## config.mk

```make
export PLATFORM = sky130hd
export DESIGN_NAME = vfc_div
export DESIGN_NICKNAME = d
export VERILOG_FILES = /design/src/rtl/vfc_pkg.sv /design/src/rtl/vfc_div.sv
export SDC_FILE = /design/constraint.sdc
export NUM_CORES = 1
export LEC_CHECK = 0
export ABC_CLOCK_PERIOD_IN_PS = 19080
export BUFFER_PORTS_ARGS = -buffer_cell sky130_fd_sc_hd__buf_4
export CORE_AREA = 4 4 268 191
export CTS_BUF_LIST = sky130_fd_sc_hd__clkbuf_16
export DETAILED_ROUTE_END_ITERATION = 6
export DIE_AREA = 0 0 272 195
export MAX_ROUTING_LAYER = met4
export PLACE_DENSITY_LB_ADDON = 0.25
export SYNTH_ARGS = -nofsm -noshare
export SYNTH_HDL_FRONTEND = slang
export SYNTH_SLANG_ARGS = --single-unit
export TNS_END_PERCENT = 20
```

## constraint.sdc

```tcl
create_clock -name clk -period 19.08 [get_ports clk]
set_input_delay 2.862 -clock clk [delete_from_list [all_inputs] [get_ports clk]]
set_output_delay 2.862 -clock clk [all_outputs]
set_load 0.005 [all_outputs]
```

## src/rtl/vfc_pkg.sv

```systemverilog
package vfc_pkg;

  // Datapath widths of the shared rotation unit.
  localparam int CW = 52;
  localparam int ZW = 34;
  // Magnitude widths of the quotient unit.
  localparam int DVD_W = 42;
  localparam int DVS_W = 48;

  // Inverse of the rotation gain, scaled by 2^32.
  localparam logic [31:0] GAIN_INV = 32'd2608131496;
  // A quarter turn, where 2^31 stands for pi.
  localparam logic signed [ZW-1:0] QUARTER = 34'sd1073741824;
  localparam logic signed [ZW-1:0] NQUARTER = -34'sd1073741824;
  localparam logic [9:0] MS_PER_S = 10'd1000;

  typedef enum logic [1:0] {
    OP_INERTIAL = 2'd0,
    OP_BODY     = 2'd1,
    OP_FIX      = 2'd2,
    OP_UNUSED   = 2'd3
  } op_t;

  typedef struct packed {
    logic start;
    logic vec;
  } cord_ctl_t;

  // Arctangent of 2^-i, with 2^31 standing for pi.
  function automatic logic [29:0] atan_lut(input logic [4:0] idx);
    logic [29:0] v;
    unique case (idx)
      5'd0:  v = 30'h20000000;
      5'd1:  v = 30'h12E4051E;
      5'd2:  v = 30'h09FB385B;
      5'd3:  v = 30'h051111D4;
      5'd4:  v = 30'h028B0D43;
      5'd5:  v = 30'h0145D7E1;
      5'd6:  v = 30'h00A2F61E;
      5'd7:  v = 30'h00517C55;
      5'd8:  v = 30'h0028BE53;
      5'd9:  v = 30'h00145F2F;
      5'd10: v = 30'h000A2F98;
      5'd11: v = 30'h000517CC;
      5'd12: v = 30'h00028BE6;
      5'd13: v = 30'h000145F3;
      5'd14: v = 30'h0000A2FA;
      5'd15: v = 30'h0000517D;
      5'd16: v = 30'h000028BE;
      5'd17: v = 30'h0000145F;
      5'd18: v = 30'h00000A30;
      5'd19: v = 30'h00000518;
      5'd20: v = 30'h0000028C;
      5'd21: v = 30'h00000146;
      5'd22: v = 30'h000000A3;
      5'd23: v = 30'h00000051;
      default: v = 30'h0;
    endcase
    return v;
  endfunction

endpackage

```

## src/rtl/vfc_div.sv

```systemverilog
module vfc_div (
  input  logic                         clk,
  input  logic                         rst_n,
  input  logic                         start_i,
  input  logic signed [32:0]           diff_i,
  input  logic [vfc_pkg::DVS_W-1:0]    dvs_i,
  output logic                         done_o,
  output logic signed [31:0]           q_o
);
  import vfc_pkg::*;

  logic             busy_r;
  logic             done_r;
  logic [5:0]       cnt_r;
  logic             neg_r;
  logic [DVD_W-1:0] dvd_r;
  logic [DVS_W-1:0] rem_r;
  logic [32:0]      mag;
  logic [DVS_W:0]   rem_sh;
  logic             ge;

  // Magnitude of the position change; the scaling by 1000 happens on load.
  assign mag = diff_i[32] ? 33'(-diff_i) : 33'(diff_i);

  // One quotient bit per cycle, restoring.
  assign rem_sh = {rem_r, dvd_r[DVD_W-1]};
  assign ge     = rem_sh >= {1'b0, dvs_i};

  always_ff @(posedge clk) begin
    if (!rst_n) begin
      busy_r <= 1'b0;
      done_r <= 1'b0;
    end else begin
      done_r <= 1'b0;
      if (!busy_r) begin
        if (start_i) begin
          busy_r <= 1'b1;
          cnt_r  <= '0;
          neg_r  <= diff_i[32];
          rem_r  <= '0;
          dvd_r  <= DVD_W'(mag) * DVD_W'(MS_PER_S);
        end
      end else begin
        rem_r <= ge ? DVS_W'(rem_sh - {1'b0, dvs_i}) : DVS_W'(rem_sh);
        dvd_r <= {dvd_r[DVD_W-2:0], ge};
        cnt_r <= cnt_r + 6'd1;
        if (cnt_r == 6'(DVD_W - 1)) begin
          busy_r <= 1'b0;
          done_r <= 1'b1;
        end
      end
    end
  end

  // Sign and saturation of the finished quotient.
  always_comb begin
    if (!neg_r) begin
      q_o = (|dvd_r[DVD_W-1:31]) ? 32'sh7FFFFFFF : $signed(dvd_r[31:0]);
    end else if ((|dvd_r[DVD_W-1:32]) || (dvd_r[31] && (|dvd_r[30:0]))) begin
      q_o = 32'sh80000000;
    end else begin
      q_o = $signed(32'(-dvd_r[31:0]));
    end
  end

  assign done_o = done_r;

endmodule

```

==> impl_metrics.json <==
{
  "detail_route.wl_per_cell_um": 16.78,
  "critPathLaunchType": "input pin",
  "finalCriticalPeriod_ps": 9756,
  "synth_top_area_share_pct": 20.09,
  "clkTransAtPathRegs_ps": 80,
  "synth_common_cells": "inv_1, nand2_1, ha_1",
  "synthesis.nets": 1978,
  "setup_viol": 0,
  "worst_slew_pin_slew_ps": 1100,
  "cts_max_level": 3,
  "power_frac_seq_pct": 15.2,
  "worstSetupPathType": "input pin to register",
  "wirelength_um": 40420,
  "combinationalPowerShare_pct": 77.0,
  "cts.hold.buffers_added": 0,
  "synthCells": 1670,
  "synth_warnings": 0,
  "critPathCaptureType": "register",
  "yosys.area.top_type": "edfxtp_1",
  "yosysUniqueCellTypes": 78,
  "switching_share_pct": 49.41,
  "required_ps": 19240,
  "cts_buffers": 9,
  "clkPwrFrac_pct": 7.8,
  "syn2layout_area_growth_pct": 12.84,
  "status": "finished clean",
  "die_w_um": 272,
  "max-clock-path-buffers": 2,
  "cp.arrival_ps": 9920,
  "gp_congestion": 0.8701,
  "viasPerCell": 5.074,
  "grt_pass1_wl_um": 63610,
  "maxSlewHeadroom_pct": 25.50,
  "ys_ff_latch": 99,
  "vias": 12220,
  "yosysMostFrequentCell": "inv_1",
  "initial_core_util_pct": 29.73,
  "finClkSkew_ps": 13.81,
  "io_pins": 117,
  "synth_edf_count": 97,
  "clk_latency_ps": 380,
  "ys_seq_area_share_pct": 20.37,
  "grt_max_degree": 57,
  "p_leak_nw": 7.017,
  "fp-row-count": 68,
  "portBuffers": 116,
  "num_antenna_cells": 0,
  "clock-sinks": 99,
  "irDropWorstVdd_mv": 0.1437,
  "root_buffer": "clkbuf_16",
  "finalMaxSlewViolations": 0,
  "p_sw_mw": 1.438,
  "ctsResizeCount": 0,
  "finalSetupTns_ps": 0,
  "synth_area_mm2": 0.01450,
  "post-cts-setup-buffers": 0,
  "nets": 2047,
  "synth_async_sr_flop_share_pct": 0,
  "synthFlopType": "edfxtp_1",
  "dr.pass1.iters": 7,
  "cap_violations": 0,
  "syn_avg_cell_area_um2": 8.680,
  "synth.area.top_cells": "edfxtp_1, fa_1, ha_1",
  "core_mm2": 0.04875,
  "fin_crit_sh_pct": 51.13,
  "drt_iter0_drc": 962,
  "drive_above_1_share_pct": 11.93,
  "drc": 0,
  "powerDensity_mw_per_mm2": 177.9,
  "gr-usage-all-layers_pct": 15.27,
  "path_max_fanout": 10,
  "overflow": 0,
  "num-fill-cells": 5070,
  "ant_nets": 0,
  "p_int_mw": 1.472,
  "cts_tree": "built",
  "hpwl_um": 32620,
  "die_area_mm2": 0.05304,
  "hp-class": "register to register",
  "hold_ws_ps": 559.0,
  "grt_antenna_before_repair": 2,
  "max_freq_mhz": 102.5,
  "die_h_um": 195,
  "hold_viol": 0,
  "first_global_vias": 11440,
  "rsz0062_at_grt": "no"
}
-- metal layers --
layer  global-route usage, %  part of all wire [%]  routed length, um
met4                   2.175                  0.81                329
met2                   20.13                    40              16190
met1                   24.85                    55              22220
met3                   1.879                   4.2               1682
met5                       -                     0                  0
-- stage by stage --
step	util, %	power, mW	area (um2)	setup WS [ps]	std cells
floorplan	-	2.185	14500	9800	1670
global placement	32.84	2.677	16010	9213	2393
detailed placement	32.84	2.688	16010	8933	2393
CTS	33.55	2.932	16360	9316	2409
global route	33.55	3.236	16360	8726	2409
finish	33.55	2.910	16360	9324	2409
-- power groups by stage --
stage               combinational (mW)  sequential, mW  clock [mW]
detailed placement                2.24           0.445           0
global route                      2.54           0.451       0.244
finish                            2.24           0.442       0.227
floorplan                         1.77           0.417           0
CTS                               2.26           0.441       0.235
global placement                  2.23           0.446           0
-- critical path, stage by stage --
cell	delay, ps
buf_4	130
nor4_2	380
nand3b_1	220
or4_1	640
o21ai_0	380
xor2_1	880
xnor2_1	290
xnor2_1	280
fa_1	470
fa_1	490
fa_1	510
inv_1	40
ha_1	400
nand3_1	170
nor4_1	310
nand3_1	150
a21boi_0	720
a31oi_1	200
o311ai_0	390
-- cells in the final DEF (no fill, tap or decap), types with 12 or more instances in the layout --
| master | count |
|---|---|
| or2_2 | 24 |
| o21ai_0 | 102 |
| edfxtp_1 | 97 |
| or3_1 | 18 |
| a211oi_1 | 13 |
| nand4_1 | 19 |
| xnor2_1 | 83 |
| a21o_1 | 49 |
| a31oi_1 | 13 |
| nand2_1 | 140 |
| nand3_1 | 38 |
| o311ai_1 | 15 |
| and3_1 | 14 |
| buf_4 | 125 |
| o31ai_1 | 13 |
| nor3_1 | 31 |
| nor2_1 | 115 |
| inv_1 | 197 |
| maj3_1 | 12 |
| a21oi_1 | 95 |
| fa_1 | 102 |
| mux2i_1 | 34 |
| xor2_1 | 55 |
| ha_1 | 122 |
-- logic make-up (layout without fill, tap and decap cells) --
logic type | after synthesis | in the layout | synth area share (%)
flip-flops | 99 | 99 | 20.37
multiplexers | 41 | 41 | 2.892
buffers and inverters | 265 | 339 | 7.061
AO/OA/AOI/OAI | 411 | 411 | 18.91
adder cells (fa/ha/maj) | 236 | 236 | 25.45
AND/OR/NAND/NOR | 474 | 474 | 16.31
XOR/XNOR | 144 | 144 | 9.012
-- layout make-up --
cell class | count | area (um2) | area share (%)
clock buffer | 9 | 225.2 | 1.377
clock inverter | 7 | 123.9 | 0.7573
inverter | 198 | 743.2 | 4.544
multi-input combinational | 1306 | 10540 | 64.44
sequential | 99 | 2954 | 18.06
tap | 665 | 832.0 | 5.087
timing repair buffer | 125 | 938.4 | 5.737
-- registers in the layout (all words and copies together), names as in the netlist --
signal	count
dvd_r	42
done_o	1
neg_r	1
busy_r	1
cnt_r	6
rem_r	48
-- worst paths after layout --
| path | slack, ps | to | depth (start not counted) | from |
|---|---|---|---|---|
| max | 9320 | dvd_r[41] | 19 | diff_i[5] |
| min | 560 | done_o | 1 | cnt_r[2] |
| max reg2reg | 14300 | rem_r[28] | 12 | rem_r[12] |
| min reg2reg | 560 | done_o | 1 | cnt_r[2] |
(Power assumes the default switching activity.)
