`config.mk`:
```
export PLATFORM = sky130hd
export DESIGN_NAME = vfc_cordic
export DESIGN_NICKNAME = d
export VERILOG_FILES = /design/src/rtl/vfc_pkg.sv /design/src/rtl/vfc_cordic.sv
export SDC_FILE = /design/constraint.sdc
export NUM_CORES = 2
export LEC_CHECK = 0
export CELL_PAD_IN_SITES_DETAIL_PLACEMENT = 0
export CELL_PAD_IN_SITES_GLOBAL_PLACEMENT = 1
export CORE_AREA = 2 2 390 315
export CTS_BUF_LIST = sky130_fd_sc_hd__clkbuf_8 sky130_fd_sc_hd__clkbuf_16
export DETAILED_ROUTE_END_ITERATION = 10
export DIE_AREA = 0 0 392 317
export DONT_BUFFER_PORTS = 1
export MAX_ROUTING_LAYER = met4
export PLACE_DENSITY = 0.8
export SYNTH_ARGS = -nofsm -noshare
export SYNTH_HDL_FRONTEND = slang
export SYNTH_SLANG_ARGS = --single-unit
```
`constraint.sdc`:
```
create_clock -name clk -period 34.5 [get_ports clk]
set_input_delay 6.9 -clock clk [delete_from_list [all_inputs] [get_ports clk]]
set_output_delay 6.9 -clock clk [all_outputs]
set_load 0.01 [all_outputs]
```
`src/rtl/vfc_pkg.sv`:
```
package vfc_pkg;

  // Datapath widths of the shared rotation unit.
  localparam int CW = 52;
  localparam int ZW = 34;
  // Magnitude widths of the quotient unit.
  localparam int DVD_W = 42;
  localparam int DVS_W = 48;

  // Inverse of the rotation gain, scaled by 2^32.
  localparam logic [31:0] GAIN_INV = 32'd2608131496;
  // A quarter turn, where 2^31 stands for pi.
  localparam logic signed [ZW-1:0] QUARTER = 34'sd1073741824;
  localparam logic signed [ZW-1:0] NQUARTER = -34'sd1073741824;
  localparam logic [9:0] MS_PER_S = 10'd1000;

  typedef enum logic [1:0] {
    OP_INERTIAL = 2'd0,
    OP_BODY     = 2'd1,
    OP_FIX      = 2'd2,
    OP_UNUSED   = 2'd3
  } op_t;

  typedef struct packed {
    logic start;
    logic vec;
  } cord_ctl_t;

  // Arctangent of 2^-i, with 2^31 standing for pi.
  function automatic logic [29:0] atan_lut(input logic [4:0] idx);
    logic [29:0] v;
    unique case (idx)
      5'd0:  v = 30'h20000000;
      5'd1:  v = 30'h12E4051E;
      5'd2:  v = 30'h09FB385B;
      5'd3:  v = 30'h051111D4;
      5'd4:  v = 30'h028B0D43;
      5'd5:  v = 30'h0145D7E1;
      5'd6:  v = 30'h00A2F61E;
      5'd7:  v = 30'h00517C55;
      5'd8:  v = 30'h0028BE53;
      5'd9:  v = 30'h00145F2F;
      5'd10: v = 30'h000A2F98;
      5'd11: v = 30'h000517CC;
      5'd12: v = 30'h00028BE6;
      5'd13: v = 30'h000145F3;
      5'd14: v = 30'h0000A2FA;
      5'd15: v = 30'h0000517D;
      5'd16: v = 30'h000028BE;
      5'd17: v = 30'h0000145F;
      5'd18: v = 30'h00000A30;
      5'd19: v = 30'h00000518;
      5'd20: v = 30'h0000028C;
      5'd21: v = 30'h00000146;
      5'd22: v = 30'h000000A3;
      5'd23: v = 30'h00000051;
      default: v = 30'h0;
    endcase
    return v;
  endfunction

endpackage

```
`src/rtl/vfc_cordic.sv`:
```
module vfc_cordic #(
  parameter int CORDIC_STAGES = 16
) (
  input  logic                           clk,
  input  logic                           rst_n,
  input  vfc_pkg::cord_ctl_t             ctl_i,
  input  logic signed [31:0]             a_i,
  input  logic signed [31:0]             b_i,
  input  logic signed [vfc_pkg::ZW-1:0]  z_i,
  output logic                           done_o,
  output logic signed [vfc_pkg::CW-1:0]  x_o,
  output logic signed [vfc_pkg::CW-1:0]  y_o,
  output logic signed [vfc_pkg::ZW-1:0]  z_o
);
  import vfc_pkg::*;

  localparam int CNT_W = (CORDIC_STAGES > 1) ? $clog2(CORDIC_STAGES) : 1;

  typedef enum logic [4:0] {
    PH_IDLE = 5'b00001,
    PH_MULX = 5'b00010,
    PH_MULY = 5'b00100,
    PH_QUAD = 5'b01000,
    PH_ITER = 5'b10000
  } ph_t;

  ph_t                  phase_r;
  logic                 done_r;
  logic                 vec_r;
  logic [CNT_W-1:0]     cnt_r;
  logic signed [CW-1:0] x_r, y_r;
  logic signed [ZW-1:0] z_r;

  logic signed [31:0]   mul_src;
  logic signed [64:0]   prod;
  logic signed [CW-1:0] prod_ext;
  logic signed [CW-1:0] a_ext, b_ext;
  logic signed [CW-1:0] qx, qy, qt;
  logic signed [ZW-1:0] qz;
  logic signed [CW-1:0] dx, dy;
  logic signed [ZW-1:0] atn;
  logic                 sigma;

  // Prescale by the inverse gain, one component per cycle.
  assign mul_src  = (phase_r == PH_MULX) ? a_i : b_i;
  assign prod     = 65'(mul_src) * $signed({1'b0, GAIN_INV});
  assign prod_ext = CW'($signed(prod[63:16]));

  // Inputs with the guard bits appended, for vectoring.
  assign a_ext = {{(CW-48){a_i[31]}}, a_i, 16'h0000};
  assign b_ext = {{(CW-48){b_i[31]}}, b_i, 16'h0000};

  // Up to two quarter turns bring the angle into range.
  always_comb begin
    qx = x_r;
    qy = y_r;
    qz = z_r;
    qt = x_r;
    for (int k = 0; k < 2; k++) begin
      if (qz > QUARTER) begin
        qt = qx;
        qx = -qy;
        qy = qt;
        qz = qz - QUARTER;
      end else if (qz < NQUARTER) begin
        qt = qx;
        qx = qy;
        qy = -qt;
        qz = qz + QUARTER;
      end
    end
  end

  // One micro-rotation per cycle.
  assign dx    = y_r >>> cnt_r;
  assign dy    = x_r >>> cnt_r;
  assign atn   = $signed(ZW'(atan_lut(5'(cnt_r))));
  assign sigma = vec_r ? !(y_r > 0) : !z_r[ZW-1];

  always_ff @(posedge clk) begin
    if (!rst_n) begin
      phase_r <= PH_IDLE;
      done_r  <= 1'b0;
    end else begin
      done_r <= 1'b0;
      unique case (phase_r)
        PH_IDLE: begin
          if (ctl_i.start) begin
            vec_r <= ctl_i.vec;
            cnt_r <= '0;
            if (ctl_i.vec) begin
              // Vectors in the left half plane are turned by a quarter first.
              if (!a_i[31]) begin
                x_r <= a_ext;
                y_r <= b_ext;
                z_r <= '0;
              end else if (!b_i[31]) begin
                x_r <= b_ext;
                y_r <= -a_ext;
                z_r <= QUARTER;
              end else begin
                x_r <= -b_ext;
                y_r <= a_ext;
                z_r <= NQUARTER;
              end
              phase_r <= PH_ITER;
            end else begin
              z_r     <= z_i;
              phase_r <= PH_MULX;
            end
          end
        end
        PH_MULX: begin
          x_r     <= prod_ext;
          phase_r <= PH_MULY;
        end
        PH_MULY: begin
          y_r     <= prod_ext;
          phase_r <= PH_QUAD;
        end
        PH_QUAD: begin
          x_r     <= qx;
          y_r     <= qy;
          z_r     <= qz;
          phase_r <= PH_ITER;
        end
        PH_ITER: begin
          if (sigma) begin
            x_r <= x_r - dx;
            y_r <= y_r + dy;
            z_r <= z_r - atn;
          end else begin
            x_r <= x_r + dx;
            y_r <= y_r - dy;
            z_r <= z_r + atn;
          end
          cnt_r <= cnt_r + CNT_W'(1);
          if (cnt_r == CNT_W'(CORDIC_STAGES - 1)) begin
            phase_r <= PH_IDLE;
            done_r  <= 1'b1;
          end
        end
        default: phase_r <= PH_IDLE;
      endcase
    end
  end

  assign done_o = done_r;
  assign x_o    = x_r;
  assign y_o    = y_r;
  assign z_o    = z_r;

endmodule

```
==> impl_metrics.tcl <==
set metrics [dict create \
    grt_overflow 0 \
    cts_root_buffer "clkbuf_16" \
    required_ns 34.79 \
    io_pins 241 \
    hpwl_um 215000 \
    drc 0 \
    min_period_ns 16.73 \
    grt_max_degree 130 \
    die_area_sq_mm 0.124 \
    clock_skew_ns 0.0230 \
    vias_per_cell 6.66 \
    numPortBuffers 0 \
    synth_flop_cell "edfxtp_1" \
    synth_cells 6735 \
    cp-start-kind "primary input" \
    clock_latency_ns 0.54 \
    syn_nets 7747 \
    dr.pass1.iters 8 \
    die_h_um 317 \
    tightestPinTransition_ns 1.37 \
    cts_sinks 179 \
    gp_congestion 1.09 \
    cts_tree "built" \
    cp.arrival_ns 17.02 \
    track_usage_pct 42.2 \
    setup_ws_ns 17.77 \
    grt_pass1_vias 49700 \
    syn_area_per_cell_sq_um 8.00 \
    postCtsSetupBuffers 0 \
    die_w_um 392 \
    fin_cells 8141 \
    cts.clk_slew.worst_paths_ns 0.10 \
    slowest_stage "nor3_1" \
    crit_path_end_kind "register" \
    cts_resized 0 \
    core_region_area_sq_mm 0.120 \
    grt_pass1_wl_um 368000 \
    hold_buffers 0 \
    wl_per_cell_um 32.1 \
    synth_seq_cells 179 \
    area.growth.synth_to_final_pct 4.34 \
    crit_path_frequent_cell "inv_1" \
    whs_ns 0.665 \
    totalWireLength_um 261000 \
    postRouteAntennaNets 0 \
    maxSlewViolCount 0 \
    pre_cts_ws_ns 17.49 \
    clock.fmax_ghz 0.0598 \
    max_stage_delay_ns 0.73 \
    fin_nets 7509 \
    first_iter_violations 7591 \
    layout-drive-gt1-share_pct 6.64 \
    rsz0062_at_grt "no" \
    crit_fanout 8 \
    ys_seq_area_share_pct 9.30 \
    dpl.cell_count 8102 \
    worstSetupPathType "in -> reg" \
    start_util_pct 44.9 \
    clockBufferDepth 2 \
    syn_area_sq_mm 0.0539 \
    setup_viol 0 \
    n_fill_cell 12200 \
    via_count 54200 \
    antenna_found_initial 7 \
    synth-edff-count 143 \
    min_path_type "reg -> reg" \
    hold_viol_final 0 \
    tns_ns 0 \
    async_reset_ff_share_pct 0 \
    cts_htree_levels 4 \
    maxCapViolations 0 \
    yosysUniqueCellTypes 98 \
    regArea_sq_mm 0.00501 \
    cts-buffers-inserted 17 \
    status "complete, no violations" \
    yosysWarningCount 0 \
    post-route-period-util_pct 48.5 \
    multi_input_area_sq_mm 0.0445 \
    row_count 114 \
    relSlewSlack_pct 8.58 \
]
-- state kept, by name, indices dropped and copies added (netlist names) --
signal and count:
x_o 52, vec_r 1, done_o 1, cnt_r 4
atn 30, phase_r 5, z_o 34, y_o 52
-- stage by stage --
step | cell area [sq um] | utilization (%)
floorplan | 53900 | -
global placement | 55600 | 46.3
detailed placement | 55600 | 46.3
CTS | 56200 | 46.8
global route | 56200 | 46.8
finish | 56200 | 46.8
-- final timing paths --
path	from	to	slack [ns]	depth (start not counted)
max	a_i[11]	y_o[50]	17.77	30
min	phase_r[0]	phase_r[1]	0.66	2
max reg2reg	phase_r[2]	y_o[50]	21.89	32
min reg2reg	phase_r[0]	phase_r[1]	0.66	2
-- cell usage in the layout (no fill, tap or decap), drive strengths merged, types with 23 or more instances in the layout --
cell / instances
a211o: 23
a211oi: 62
a21o: 132
a21oi: 464
a221o: 42
a221oi: 61
a22oi: 31
a31oi: 67
and2: 42
and3: 44
buf: 150
dfxtp: 36
edfxtp: 143
fa: 415
ha: 495
inv: 774
mux2: 54
mux2i: 141
mux4: 86
nand2: 528
nand2b: 54
nand3: 138
nand4: 63
nor2: 424
nor2b: 56
nor3: 172
nor4: 85
o211ai: 57
o21a: 37
o21ai: 385
o21bai: 30
o221ai: 66
o22ai: 61
o31ai: 55
o41ai: 26
or2: 38
or3: 51
or4: 53
xnor2: 307
xor2: 256
-- layer usage --
layer | global-route usage (%) | part of all wire (%)
met3 | 11.9 | 12
met1 | 60.7 | 44
met5 | - | 0
met4 | 13.9 | 3.9
met2 | 56.1 | 39
-- worst max-delay path, delay by kind of cell --
kind | cells | cell delay, ns
adders and majority gates | 9 | 3.98
muxes | 1 | 0.57
xor gates and xnor gates | 1 | 0.36
and+or+nand+nor | 4 | 1.84
AOI/OAI and AO/OA | 8 | 2.46
buffers and inverters | 7 | 0.86
-- layout make-up --
type	instances	share of cell area [%]
repair buffers	150	2.07
inverters	766	5.11
flip-flops and latches	179	8.92
clock buffers	17	0.756
clock inverters	15	0.376
diodes	7	0.0311
multi-input cells	5383	79.1
well taps	1624	3.61
-- synth_stat cells, types with 56 or more instances --
cell / instances / area share (%)
ha_1: 495 / 11
a221oi_1: 59 / 0.96
nand2_1: 528 / 3.7
o211ai_1: 57 / 0.79
mux4_2: 86 / 3.6
xor2_1: 256 / 4.2
inv_1: 763 / 5.3
edfxtp_1: 143 / 8.0
nor2b_1: 56 / 0.65
a31oi_1: 67 / 0.78
a21oi_1: 464 / 4.3
fa_1: 415 / 15
o221ai_1: 66 / 1.1
nor3_1: 172 / 1.6
o21ai_0: 380 / 3.5
o22ai_1: 61 / 0.71
mux2i_1: 141 / 2.6
nor4_1: 77 / 0.89
xnor2_1: 307 / 5.0
clkbuf_1: 300 / 2.1
nand4_1: 60 / 0.70
a21o_1: 132 / 1.8
a211oi_1: 62 / 0.86
nand3_1: 138 / 1.3
nor2_1: 423 / 2.9
-- kinds of logic after synthesis --
kind of cell	synth area share [%]
buf+inv	8.42
mux	7.34
simple gates	16.8
fa+ha+maj	26.9
compound gates	22.0
flops	9.30
xor+xnor	9.15
Power is left out: the tool's default activity adds up to more than one toggle a clock period on the data nets, which glitch-free logic cannot reach.
